<file path="src/design/assert_macros.svh">
// assertion helpers shared by the rtl
`ifndef ASSERT_MACROS_SVH
`define ASSERT_MACROS_SVH

// consequent must hold on the cycle after the antecedent
`define ASSERT_NEXT(lbl, clk, rst_n, ante, cons, msg) \
    lbl: assert property (@(posedge clk) disable iff (!(rst_n)) (ante) |=> (cons)) \
        else $error(msg);

// expression must hold on every cycle out of reset
`define ASSERT_ALWAYS(lbl, clk, rst_n, expr, msg) \
    lbl: assert property (@(posedge clk) disable iff (!(rst_n)) (expr)) \
        else $error(msg);

`endif

</file>
<file path="src/design/pcg_pkg.sv">
`default_nettype none

package pcg_pkg;

    localparam int WORD_W = 32;
    localparam int CNT_W  = $clog2(WORD_W);

    localparam logic [WORD_W-1:0] LCG_MUL  = 32'd747796405;
    localparam logic [WORD_W-1:0] LCG_INC  = 32'd2891336453;
    localparam logic [WORD_W-1:0] PERM_MUL = 32'd277803737;
    localparam int SEL_SHIFT = 28;
    localparam int XS_SHIFT  = 22;
    localparam logic [4:0] SHIFT_BIAS = 5'd4;

    localparam logic [1:0] MODE_RAW     = 2'd0;
    localparam logic [1:0] MODE_BOUNDED = 2'd1;
    localparam logic [1:0] MODE_SIGNED  = 2'd2;

    // status of a serial arithmetic unit
    typedef struct packed {
        logic busy;
        logic done;
    } t_unit_status;

endpackage

`default_nettype wire

</file>
<file path="src/design/pcg_mul_serial.sv">
`default_nettype none

// shift-add multiplier, low 32 bits of the product, one multiplier bit per cycle
module pcg_mul_serial (
    input  wire logic                        i_clk,
    input  wire logic                        i_rst_n,
    input  wire logic                        i_start,
    input  wire logic [pcg_pkg::WORD_W-1:0]  i_a,
    input  wire logic [pcg_pkg::WORD_W-1:0]  i_b,
    output pcg_pkg::t_unit_status            o_status,
    output logic      [pcg_pkg::WORD_W-1:0]  o_product
);

    localparam logic [pcg_pkg::CNT_W-1:0] CNT_LAST = pcg_pkg::CNT_W'(pcg_pkg::WORD_W - 1);

    logic [pcg_pkg::WORD_W-1:0] r_a, r_b, r_acc;
    logic [pcg_pkg::CNT_W-1:0]  r_cnt;
    logic                       r_busy, r_done;

    always_ff @(posedge i_clk) begin
        if (!i_rst_n) begin
            r_busy <= 1'b0;
            r_done <= 1'b0;
            r_cnt  <= '0;
        end else begin
            r_done <= 1'b0;
            if (i_start) begin
                r_busy <= 1'b1;
                r_cnt  <= '0;
            end else if (r_busy) begin
                r_cnt <= r_cnt + 1'b1;
                if (r_cnt == CNT_LAST) begin
                    r_busy <= 1'b0;
                    r_done <= 1'b1;
                end
            end
        end
    end

    always_ff @(posedge i_clk) begin
        if (i_start) begin
            r_a   <= i_a;
            r_b   <= i_b;
            r_acc <= '0;
        end else if (r_busy) begin
            if (r_b[0]) begin
                r_acc <= r_acc + r_a;
            end
            r_a <= {r_a[pcg_pkg::WORD_W-2:0], 1'b0};
            r_b <= {1'b0, r_b[pcg_pkg::WORD_W-1:1]};
        end
    end

    assign o_status.busy = r_busy;
    assign o_status.done = r_done;
    assign o_product     = r_acc;

endmodule

`default_nettype wire

</file>
<file path="src/design/pcg_rem_serial.sv">
`default_nettype none

// restoring remainder, one dividend bit per cycle; divisor must be nonzero
module pcg_rem_serial (
    input  wire logic                        i_clk,
    input  wire logic                        i_rst_n,
    input  wire logic                        i_start,
    input  wire logic [pcg_pkg::WORD_W-1:0]  i_dividend,
    input  wire logic [pcg_pkg::WORD_W-1:0]  i_divisor,
    output pcg_pkg::t_unit_status            o_status,
    output logic      [pcg_pkg::WORD_W-1:0]  o_remainder
);

    localparam logic [pcg_pkg::CNT_W-1:0] CNT_LAST = pcg_pkg::CNT_W'(pcg_pkg::WORD_W - 1);

    logic [pcg_pkg::WORD_W-1:0] r_num, r_div, r_rem;
    logic [pcg_pkg::CNT_W-1:0]  r_cnt;
    logic                       r_busy, r_done;
    logic [pcg_pkg::WORD_W:0]   n_part, n_diff;

    always_comb begin
        n_part = {r_rem, r_num[pcg_pkg::WORD_W-1]};
        n_diff = n_part - {1'b0, r_div};
    end

    always_ff @(posedge i_clk) begin
        if (!i_rst_n) begin
            r_busy <= 1'b0;
            r_done <= 1'b0;
            r_cnt  <= '0;
        end else begin
            r_done <= 1'b0;
            if (i_start) begin
                r_busy <= 1'b1;
                r_cnt  <= '0;
            end else if (r_busy) begin
                r_cnt <= r_cnt + 1'b1;
                if (r_cnt == CNT_LAST) begin
                    r_busy <= 1'b0;
                    r_done <= 1'b1;
                end
            end
        end
    end

    always_ff @(posedge i_clk) begin
        if (i_start) begin
            r_num <= i_dividend;
            r_div <= i_divisor;
            r_rem <= '0;
        end else if (r_busy) begin
            if (n_part >= {1'b0, r_div}) begin
                r_rem <= n_diff[pcg_pkg::WORD_W-1:0];
            end else begin
                r_rem <= n_part[pcg_pkg::WORD_W-1:0];
            end
            r_num <= {r_num[pcg_pkg::WORD_W-2:0], 1'b0};
        end
    end

    assign o_status.busy = r_busy;
    assign o_status.done = r_done;
    assign o_remainder   = r_rem;

endmodule

`default_nettype wire

</file>
<file path="src/design/pcg_random_generator_core.sv">
// pcg random generator, rxs-m-xs permutation over a 32-bit lcg state
// input channel s_axis: one request per number; tuser selects the mode
//   (raw word, word mod bound, or word - 2^31 as q0.31), tdata holds the bound
// output channel m_axis: tdata is the value, tuser[0] flags a zero bound in bounded mode
// i_cfg_we / i_cfg_wdata load the generator state with a seed; the user writes
// it idle only, which the block does not enforce; one request at a time: the
// lcg step and the permutation multiply both run on one shift-add multiplier
// at one bit per cycle, and the bounded mode with a nonzero bound adds a
// restoring remainder at one bit per cycle
// after accept the sequencer runs the lcg multiply, the permutation shift,
// the permutation multiply and, in bounded mode with a nonzero bound, the
// remainder; the input reopens as the result enters the output register
// a stalled receiver holds the result; a new request may then run up to the
// output stage and waits there until the held result is taken
// synchronous active-low reset: state zero, no result pending
`default_nettype none
`include "assert_macros.svh"

module pcg_random_generator_core (
    input  wire logic        i_clk,
    input  wire logic        i_rst_n,
    // seed write
    input  wire logic        i_cfg_we,
    input  wire logic [31:0] i_cfg_wdata,
    // request channel
    input  wire logic        s_axis_tvalid,
    output logic             s_axis_tready,
    input  wire logic [31:0] s_axis_tdata,   // [31:0] bound
    input  wire logic [1:0]  s_axis_tuser,   // [1:0] req_type
    // result channel
    output logic             m_axis_tvalid,
    input  wire logic        m_axis_tready,
    output logic [31:0]      m_axis_tdata,   // [31:0] value
    output logic [0:0]       m_axis_tuser    // [0] bound_error
);

    localparam int W = pcg_pkg::WORD_W;

    // sequencer codes
    localparam logic [2:0] ST_IDLE     = 3'd0;
    localparam logic [2:0] ST_LCG_MUL  = 3'd1;
    localparam logic [2:0] ST_PERM     = 3'd2;
    localparam logic [2:0] ST_PERM_MUL = 3'd3;
    localparam logic [2:0] ST_REM      = 3'd4;
    localparam logic [2:0] ST_DONE     = 3'd5;

    logic [2:0]   r_state, n_state;
    logic [W-1:0] r_gen, r_word, r_bound;
    logic [1:0]   r_mode;
    logic         r_m_valid;
    logic [W-1:0] r_m_value;
    logic         r_m_err;

    logic         w_accept, w_out_free;
    logic         w_mul_start, w_rem_start;
    logic [W-1:0] w_mul_a, w_mul_b, w_product, w_remainder;
    pcg_pkg::t_unit_status w_mul_st, w_rem_st;

    // permutation pieces
    logic [4:0]   w_sh;
    logic [W-1:0] w_rxs, w_xs;
    logic [W-1:0] w_value;
    logic         w_err;

    assign s_axis_tready = (r_state == ST_IDLE);
    assign w_accept      = s_axis_tvalid && s_axis_tready;
    assign w_out_free    = !r_m_valid || m_axis_tready;

    // random shift by top nibble plus 4, then xor
    assign w_sh  = {1'b0, r_gen[W-1 -: 4]} + pcg_pkg::SHIFT_BIAS;
    assign w_rxs = (r_gen >> w_sh) ^ r_gen;
    // final xorshift on the permuted product
    assign w_xs  = (w_product >> pcg_pkg::XS_SHIFT) ^ w_product;

    // multiplier shared between the lcg step and the permutation
    assign w_mul_start = w_accept || (r_state == ST_PERM);
    assign w_mul_a     = (r_state == ST_PERM) ? w_rxs : r_gen;
    assign w_mul_b     = (r_state == ST_PERM) ? pcg_pkg::PERM_MUL : pcg_pkg::LCG_MUL;

    assign w_rem_start = (r_state == ST_PERM_MUL) && w_mul_st.done
                         && (r_mode == pcg_pkg::MODE_BOUNDED) && (r_bound != '0);

    pcg_mul_serial u_mul (
        .i_clk     (i_clk),
        .i_rst_n   (i_rst_n),
        .i_start   (w_mul_start),
        .i_a       (w_mul_a),
        .i_b       (w_mul_b),
        .o_status  (w_mul_st),
        .o_product (w_product)
    );

    pcg_rem_serial u_rem (
        .i_clk       (i_clk),
        .i_rst_n     (i_rst_n),
        .i_start     (w_rem_start),
        .i_dividend  (w_xs),
        .i_divisor   (r_bound),
        .o_status    (w_rem_st),
        .o_remainder (w_remainder)
    );

    // mode select on the finished word
    always_comb begin
        w_value = r_word;
        w_err   = 1'b0;
        case (r_mode)
            pcg_pkg::MODE_BOUNDED: begin
                if (r_bound == '0) begin
                    w_value = '0;
                    w_err   = 1'b1;
                end
            end
            pcg_pkg::MODE_SIGNED: begin
                w_value = {~r_word[W-1], r_word[W-2:0]};
            end
            default: begin
                w_value = r_word;
            end
        endcase
    end

    always_comb begin
        n_state = r_state;
        case (r_state)
            ST_IDLE: begin
                if (w_accept) n_state = ST_LCG_MUL;
            end
            ST_LCG_MUL: begin
                if (w_mul_st.done) n_state = ST_PERM;
            end
            ST_PERM: begin
                n_state = ST_PERM_MUL;
            end
            ST_PERM_MUL: begin
                if (w_mul_st.done) n_state = w_rem_start ? ST_REM : ST_DONE;
            end
            ST_REM: begin
                if (w_rem_st.done) n_state = ST_DONE;
            end
            ST_DONE: begin
                if (w_out_free) n_state = ST_IDLE;
            end
            default: begin
                n_state = ST_IDLE;
            end
        endcase
    end

    always_ff @(posedge i_clk) begin
        if (!i_rst_n) begin
            r_state   <= ST_IDLE;
            r_gen     <= '0;
            r_m_valid <= 1'b0;
        end else begin
            r_state <= n_state;
            // seed write loads state; user writes only while idle, unchecked
            if (i_cfg_we) begin
                r_gen <= i_cfg_wdata;
            end else if ((r_state == ST_LCG_MUL) && w_mul_st.done) begin
                r_gen <= w_product + pcg_pkg::LCG_INC;
            end
            if ((r_state == ST_DONE) && w_out_free) begin
                r_m_valid <= 1'b1;
            end else if (m_axis_tready) begin
                r_m_valid <= 1'b0;
            end
        end
    end

    // payload registers
    always_ff @(posedge i_clk) begin
        if (w_accept) begin
            r_mode  <= s_axis_tuser;
            r_bound <= s_axis_tdata;
        end
        if ((r_state == ST_PERM_MUL) && w_mul_st.done) begin
            r_word <= w_xs;
        end else if ((r_state == ST_REM) && w_rem_st.done) begin
            r_word <= w_remainder;
        end
        if ((r_state == ST_DONE) && w_out_free) begin
            r_m_value <= w_value;
            r_m_err   <= w_err;
        end
    end

    assign m_axis_tvalid   = r_m_valid;
    assign m_axis_tdata    = r_m_value;
    assign m_axis_tuser[0] = r_m_err;

    // a taken request keeps the input closed on the next cycle
    `ASSERT_NEXT(a_busy_after_req, i_clk, i_rst_n, w_accept, !s_axis_tready,
        "request accepted but input still ready")
    // the shared multiplier and the remainder never run together
    `ASSERT_ALWAYS(a_units_exclusive, i_clk, i_rst_n, !(w_mul_st.busy && w_rem_st.busy),
        "multiplier and remainder busy at once")
    // a flagged zero bound always carries a zero value
    `ASSERT_ALWAYS(a_err_zero_value, i_clk, i_rst_n,
        !(r_m_valid && r_m_err) || (r_m_value == '0),
        "bound error with nonzero value")

endmodule

`default_nettype wire

</file>
<file path="config.mk">
export PLATFORM = sky130hd
export DESIGN_NAME = pcg_random_generator_core
export DESIGN_NICKNAME = d
export VERILOG_FILES = /design/src/design/pcg_pkg.sv /design/src/design/pcg_mul_serial.sv /design/src/design/pcg_rem_serial.sv /design/src/design/pcg_random_generator_core.sv
export VERILOG_INCLUDE_DIRS = /design/src /design/src/design
export SDC_FILE = /design/constraint.sdc
export NUM_CORES = 1
export LEC_CHECK = 0
export ABC_AREA = 1
export ABC_CLOCK_PERIOD_IN_PS = 7340
export BUFFER_PORTS_ARGS = -buffer_cell sky130_fd_sc_hd__buf_2
export CELL_PAD_IN_SITES_DETAIL_PLACEMENT = 1
export CELL_PAD_IN_SITES_GLOBAL_PLACEMENT = 2
export CORE_MARGIN = 2
export CORE_UTILIZATION = 31
export CTS_CLUSTER_DIAMETER = 100
export DETAILED_ROUTE_END_ITERATION = 10
export PLACE_DENSITY_LB_ADDON = 0.25
export SYNTH_ARGS = -nofsm -noshare
export SYNTH_HDL_FRONTEND = slang
export SYNTH_SLANG_ARGS = --single-unit
</file>
<file path="constraint.sdc">
create_clock -name i_clk -period 7.34 [get_ports i_clk]
set_input_delay 0.734 -clock i_clk [delete_from_list [all_inputs] [get_ports i_clk]]
set_output_delay 0.734 -clock i_clk [all_outputs]
set_load 0.02 [all_outputs]
</file>
After elaboration in Yosys (flattened, before gate mapping)
Cells that the tools add are included.

Latch bits: 0. Memories kept: 0. Input port bits: 71. Register bits after elaboration: 341. Logic and storage cells: 105. Output and inout bits: 35. Bits in writable memories: 0. Bits in read-only memories: 0.

$mul: 0. Reduce and logical (&&, ||, !) cells: 24. Eq/ne operators: 14. Magnitude comparators: 1. Mux-type cells: 33. Bitwise operators: 6. Div/mod/pow operators: 0. Shift operators: 1. Add/subtract/negate cells: 6.

Operators with widths (number): 32-bit 2-to-1 mux (13); 32-bit case mux with 2 select lines (1); 33-bit by 32-bit greater-or-equal comparator with 1-bit output (1); 32-bit adder (1); 32-bit adder, second input constant (1); 32-bit logical NOT (1); 32-bit nonzero test (1); 32-bit by 5-bit >> shifter with 32-bit output (1); 32-bit subtractor (1); 10-bit by 32-bit XOR with 32-bit output (1); 32-bit XOR (1); 30-bit 2-to-1 mux (1); 3-bit case mux with 6 select lines (1); 3-bit 2-to-1 mux (5); 1-bit 2-to-1 mux (12); 5-bit by 1-bit adder with 5-bit output, second input constant (2); 5-bit == test, second input constant (2); 2-bit nonzero test (5); 2-bit by 1-bit inequality test with 1-bit output, second input constant (4); 1-bit logical AND (7); 3-bit by 2-bit == test with 1-bit output, second input constant (2); 3-bit == test, second input constant (2); 3-bit OR reduction (2); 4-bit by 3-bit adder with 5-bit output, second input constant (1); 11 further kinds (16).

Logic depth before layout (Yosys ltp)
Depth after elaboration: 7. Mapped depth: 17. Mapped depth without buffers: 17.

By module
Synthesis repeated with hierarchy kept, for this count alone.

Cells, all modules: 3104. Area total of the unflattened synthesis: 21700.8 um2.

Modules (own cells, without submodules): pcg_random_generator_core (cells an instance 1136, times used 1, sequential area each 3693.5 um2, area each 8250.4 um2); pcg_rem_serial (cells an instance 997, times used 1, sequential area each 2702.6 um2, area each 6861.6 um2); pcg_mul_serial (cells an instance 971, times used 1, sequential area each 2702.6 um2, area each 6588.8 um2).

Least setup slack after synthesis
OpenSTA, ideal clock, no wires.

Path type: register to register. From: register r_state[0]. To: register u_mul.r_a[0] (netlist name) (enable). Arrival: 3.245 ns. Required time: 6.919 ns. Buffers on the path: 2. Stages on the path, launching flop included: 10. Clock period less this slack: 3.666 ns. Setup slack: 3.674 ns. Library setup time: 0.421 ns. Path through: dfxtp_1 inv_2 nand2_1 nor2_1 nand2_2 inv_2 nor2_1 buf_2 buf_2 nand2_1.

Longest elaborated chain between the ends: 4. Elaborated cells on any way between the ends: 5. Classes of those cells: eq/ne: 1; reduce/logical: 4.

Ends and longest elaborated chain: from (decl) (line pcg_random_generator_core.sv:47) `logic [2:0] r_state, n_state;`; from (signal assigned) (line pcg_random_generator_core.sv:156) `r_state <= n_state;`; 3-bit logical NOT (line pcg_random_generator_core.sv:65) `assign s_axis_tready = (r_state == ST_IDLE);`; named net s_axis_tready (line pcg_random_generator_core.sv:27) `output logic s_axis_tready,`; 1-bit logical AND (line pcg_random_generator_core.sv:66) `assign w_accept = s_axis_tvalid && s_axis_tready;`; named net w_accept (line pcg_random_generator_core.sv:54) `logic w_accept, w_out_free;`; 1-bit logical OR (line pcg_random_generator_core.sv:76) `assign w_mul_start = w_accept || (r_state == ST_PERM);`; 2-bit nonzero test (no line); to (signal assigned) (line pcg_mul_serial.sv:42) `r_a <= i_a;`; to (signal assigned) (line pcg_mul_serial.sv:49) `r_a <= {r_a[pcg_pkg::WORD_W-2:0], 1'b0};`; to (decl) (line pcg_mul_serial.sv:16) `logic [pcg_pkg::WORD_W-1:0] r_a, r_b, r_acc;`.

The timed path passes the listed nets, and every way through them passes these cells. A chain may end at the register's enable or synchronous reset.

Worst setup path in the final report
From: register r_state[0]. To: register u_mul.r_a[29] (netlist name) (enable).

Longest elaborated chain between the ends: 4. Elaborated cells on any way between the ends: 5. Classes of those cells: eq/ne: 1; reduce/logical: 4.

Ends and longest elaborated chain (line): 3-bit logical NOT (pcg_random_generator_core.sv:65); 1-bit logical AND (pcg_random_generator_core.sv:66); named net w_accept (pcg_random_generator_core.sv:54); 1-bit logical OR (pcg_random_generator_core.sv:76); 2-bit nonzero test (no line).

The timed path passes the listed nets, and every way through them passes these cells.

==> flow_metrics.py <==
metrics = {
    "yosys": {
        "ys_warn_count": 0,
        "synthTopCellsByArea": "edfxtp_1, nand2_1, dfxtp_1",
        "seq_area_frac_synth_pct": 43.2,
        "yosysTopAreaCell": "edfxtp_1",
        "syn-cell-area_sq_um": 20900,
        "netlist_instances": 2882,
        "synth.avg_cell_area_sq_um": 7.26,
        "synth_top_cell_area_share_pct": 32.3,
        "syn-num-nets": 3025,
        "synth_seq_cells": 339,
        "yosys.cell_types.count": 51,
    },
    "routing": {
        "dr.pass1.iters": 5,
        "drtAntennaViolNets": 0,
        "via_count": 19100,
        "avgRoutedWirePerCell_microns": 20.2,
        "drc_errors": 0,
        "wl_microns": 78300,
        "drt_iter0_drc": 1304,
        "avgViaCountPerCell": 4.92,
    },
    "run": {
        "drv_cap": 0,
    },
    "finish": {
        "fin_cells": 3878,
        "finalNetCount": 3111,
        "final_area_sq_um": 23900,
        "mostFrequentLayoutCell": "nand2_1",
        "final_cell_mix": "nand2_1, inv_1, nand3_1",
        "syn_to_final_growth_pct": 14.0,
        "drive_gt1_share_pct": 8.69,
    },
    "status": {
        "status": "completed",
    },
    "critical_path": {
        "critPathArrivalTime_ns": 3.71,
        "path_max_fanout": 36,
        "start_kind": "register",
        "critPathKind": "reg -> reg",
        "cp.required_ns": 7.56,
        "worstRegToRegCells": 8,
        "end_kind": "register",
    },
    "sta": {
        "setup_viol": 0,
        "fin_setup_tns_ns": 0,
        "fin_skew_ns": 0.0413,
        "max_clock_freq_ghz": 0.287,
        "finalCritPeriodShare_pct": 47.5,
        "min_period_ns": 3.49,
        "hold_violations": 0,
        "setup_ws_ns": 3.85,
        "slew_headroom_pct": 27.7,
        "drv_slew": 0,
        "worst_pin_slew_ns": 1.08,
        "rsz0062_at_grt": "no",
    },
    "floorplan": {
        "ioPinCount": 106,
        "start_util_pct": 31.2,
        "die_w_microns": 264,
        "die_h_microns": 264,
        "num_rows": 95,
        "core_area_sq_um": 67000,
        "dieArea_sq_um": 69600,
    },
    "placement": {
        "placed_cells": 3795,
        "place_area_sq_um": 22300,
        "portBuffers": 105,
        "dp_slack_ns": 3.59,
        "routabilityCongestion": 0.887,
        "dp_hpwl_microns": 61600,
    },
    "clocking": {
        "ctsResizeCount": 0,
        "clk_pin_slew_ns": 0.06,
        "cts-htree-levels": 2,
        "clockRootBuffer": "clkbuf_16",
        "cts_tree": "done",
        "cts_setup_buffers": 0,
        "cts_buffers": 44,
        "clock_latency_ns": 0.60,
        "clock-sinks": 339,
        "cts_hold_buf": 0,
        "cts.path.max_buffers": 3,
    },
    "worst_hold_path": {
        "hold_path_class": "in -> reg",
        "min_path_cells": 1,
    },
    "global_route": {
        "first_global_vias": 19700,
        "grt_pass1_wl_microns": 119000,
        "grt_max_degree": 66,
        "grt.overflow.total": 0,
        "antenna_found_initial": 1,
        "track_usage_pct": 22.4,
    },
    "power_and_ir_drop": {
        "power.density_nw_per_um2": 321,
        "vdd_ir_drop_max_mv": 0.184,
        "p_total_mw": 7.67,
        "cellLeakagePower_nw": 11.5,
    },
}
==> synth_stat cells (all sizes together) <==
| library cell | instances |
|---|---|
| a21boi | 2 |
| a21o | 6 |
| a21oi | 98 |
| a221oi | 1 |
| a31oi | 17 |
| and2 | 5 |
| and3 | 2 |
| buf | 56 |
| clkbuf | 32 |
| clkinv | 1 |
| dfxtp | 114 |
| edfxtp | 225 |
| fa | 2 |
| ha | 70 |
| inv | 444 |
| mux2i | 20 |
| nand2 | 1033 |
| nand3 | 230 |
| nand3b | 14 |
| nand4 | 19 |
| nor2 | 198 |
| nor3 | 30 |
| nor4 | 1 |
| o211ai | 16 |
| o21a | 3 |
| o21ai | 164 |
| o21bai | 12 |
| o221ai | 1 |
| o22a | 1 |
| o22ai | 2 |
| o31ai | 3 |
| o32ai | 1 |
| or2 | 10 |
| xnor2 | 13 |
| xor2 | 36 |
==> area by class of cell <==
class                      instances  area, sq um
multi-input combinational       2010         9780
clock buffer                      54         1170
antenna                            1         2.50
timing repair buffer             128          698
clock inverter                    28          413
tap                              873         1090
inverter                         445         1670
sequential                       339         9040
fill                            8346        43200
==> worst max-delay path: stages (launching register included) <==
cell	delay, ns
dfxtp_1	0.35
inv_2	0.11
nand2_1	0.09
nor2_1	0.15
nand2_2	0.22
inv_2	0.73
nor2_4	0.31
nand2_2	0.56
buf_4	0.54
==> path summary, 6_finish.rpt <==
check,startpoint,to,slack [ns]
worst min register to register,r_bound[4],u_rem.r_div[4],0.45
worst max-delay path,r_state[0],u_mul.r_a[29],3.85
worst max register to register,r_state[0],u_mul.r_a[29],3.85
worst min-delay path,s_axis_tdata[22],r_bound[22],0.33
==> where the power goes <==
group	switching (mW)	internal (mW)	leakage, nW
Clock	0.921	1.46	0.775
Combinational	1.74	0.687	7.72
Sequential	0.360	2.50	3.00
==> state kept, by name, summed over array words and instances (netlist names), 2 cells and up <==
| register | flops |
|---|---|
| u_rem.o_remainder | 32 |
| m_axis_tdata | 32 |
| r_word | 32 |
| u_mul.r_cnt | 5 |
| r_state | 3 |
| u_rem.r_cnt | 5 |
| r_mode | 2 |
| u_rem.r_div | 32 |
| u_mul.o_product | 32 |
| r_gen | 32 |
| u_mul.r_b | 30 |
| u_rem.r_num | 32 |
| r_bound | 32 |
| u_mul.r_a | 32 |
==> cell families (layout without fill, tap and decap cells) <==
family | Yosys count | count (layout) | share of synthesized area (%)
multiplexers | 20 | 20 | 0.957
flip-flops | 339 | 339 | 43.2
buffers and inverters | 533 | 655 | 10.2
AO/OA/AOI/OAI | 327 | 327 | 8.76
AND/OR/NAND/NOR | 1542 | 1542 | 30.5
adder cells (fa/ha/maj) | 72 | 72 | 4.38
XOR/XNOR | 49 | 49 | 2.05
other | 0 | 1 | 0
==> metrics by stage <==
stage | hold WS (ns) | util [%]
6_report | 0.326 | 35.6
5_1_grt | 0.296 | 35.6
4_1_cts | 0.294 | 35.6
3_5_place_dp | 0.439 | 33.2
3_3_place_gp | 0.429 | 33.2
2_1_floorplan | 0.426 | -
==> layer usage <==
layer	part of all wire (%)	wire, microns	GRT usage, %	up-vias
li1	-	-	-	9389
met1	48	37900	31.4	9216
met2	44	34200	34.8	359
met3	5.1	4020	4.37	110
met4	2.9	2280	6.70	2
met5	0.017	13	0	-
(Power assumes the default switching activity.)
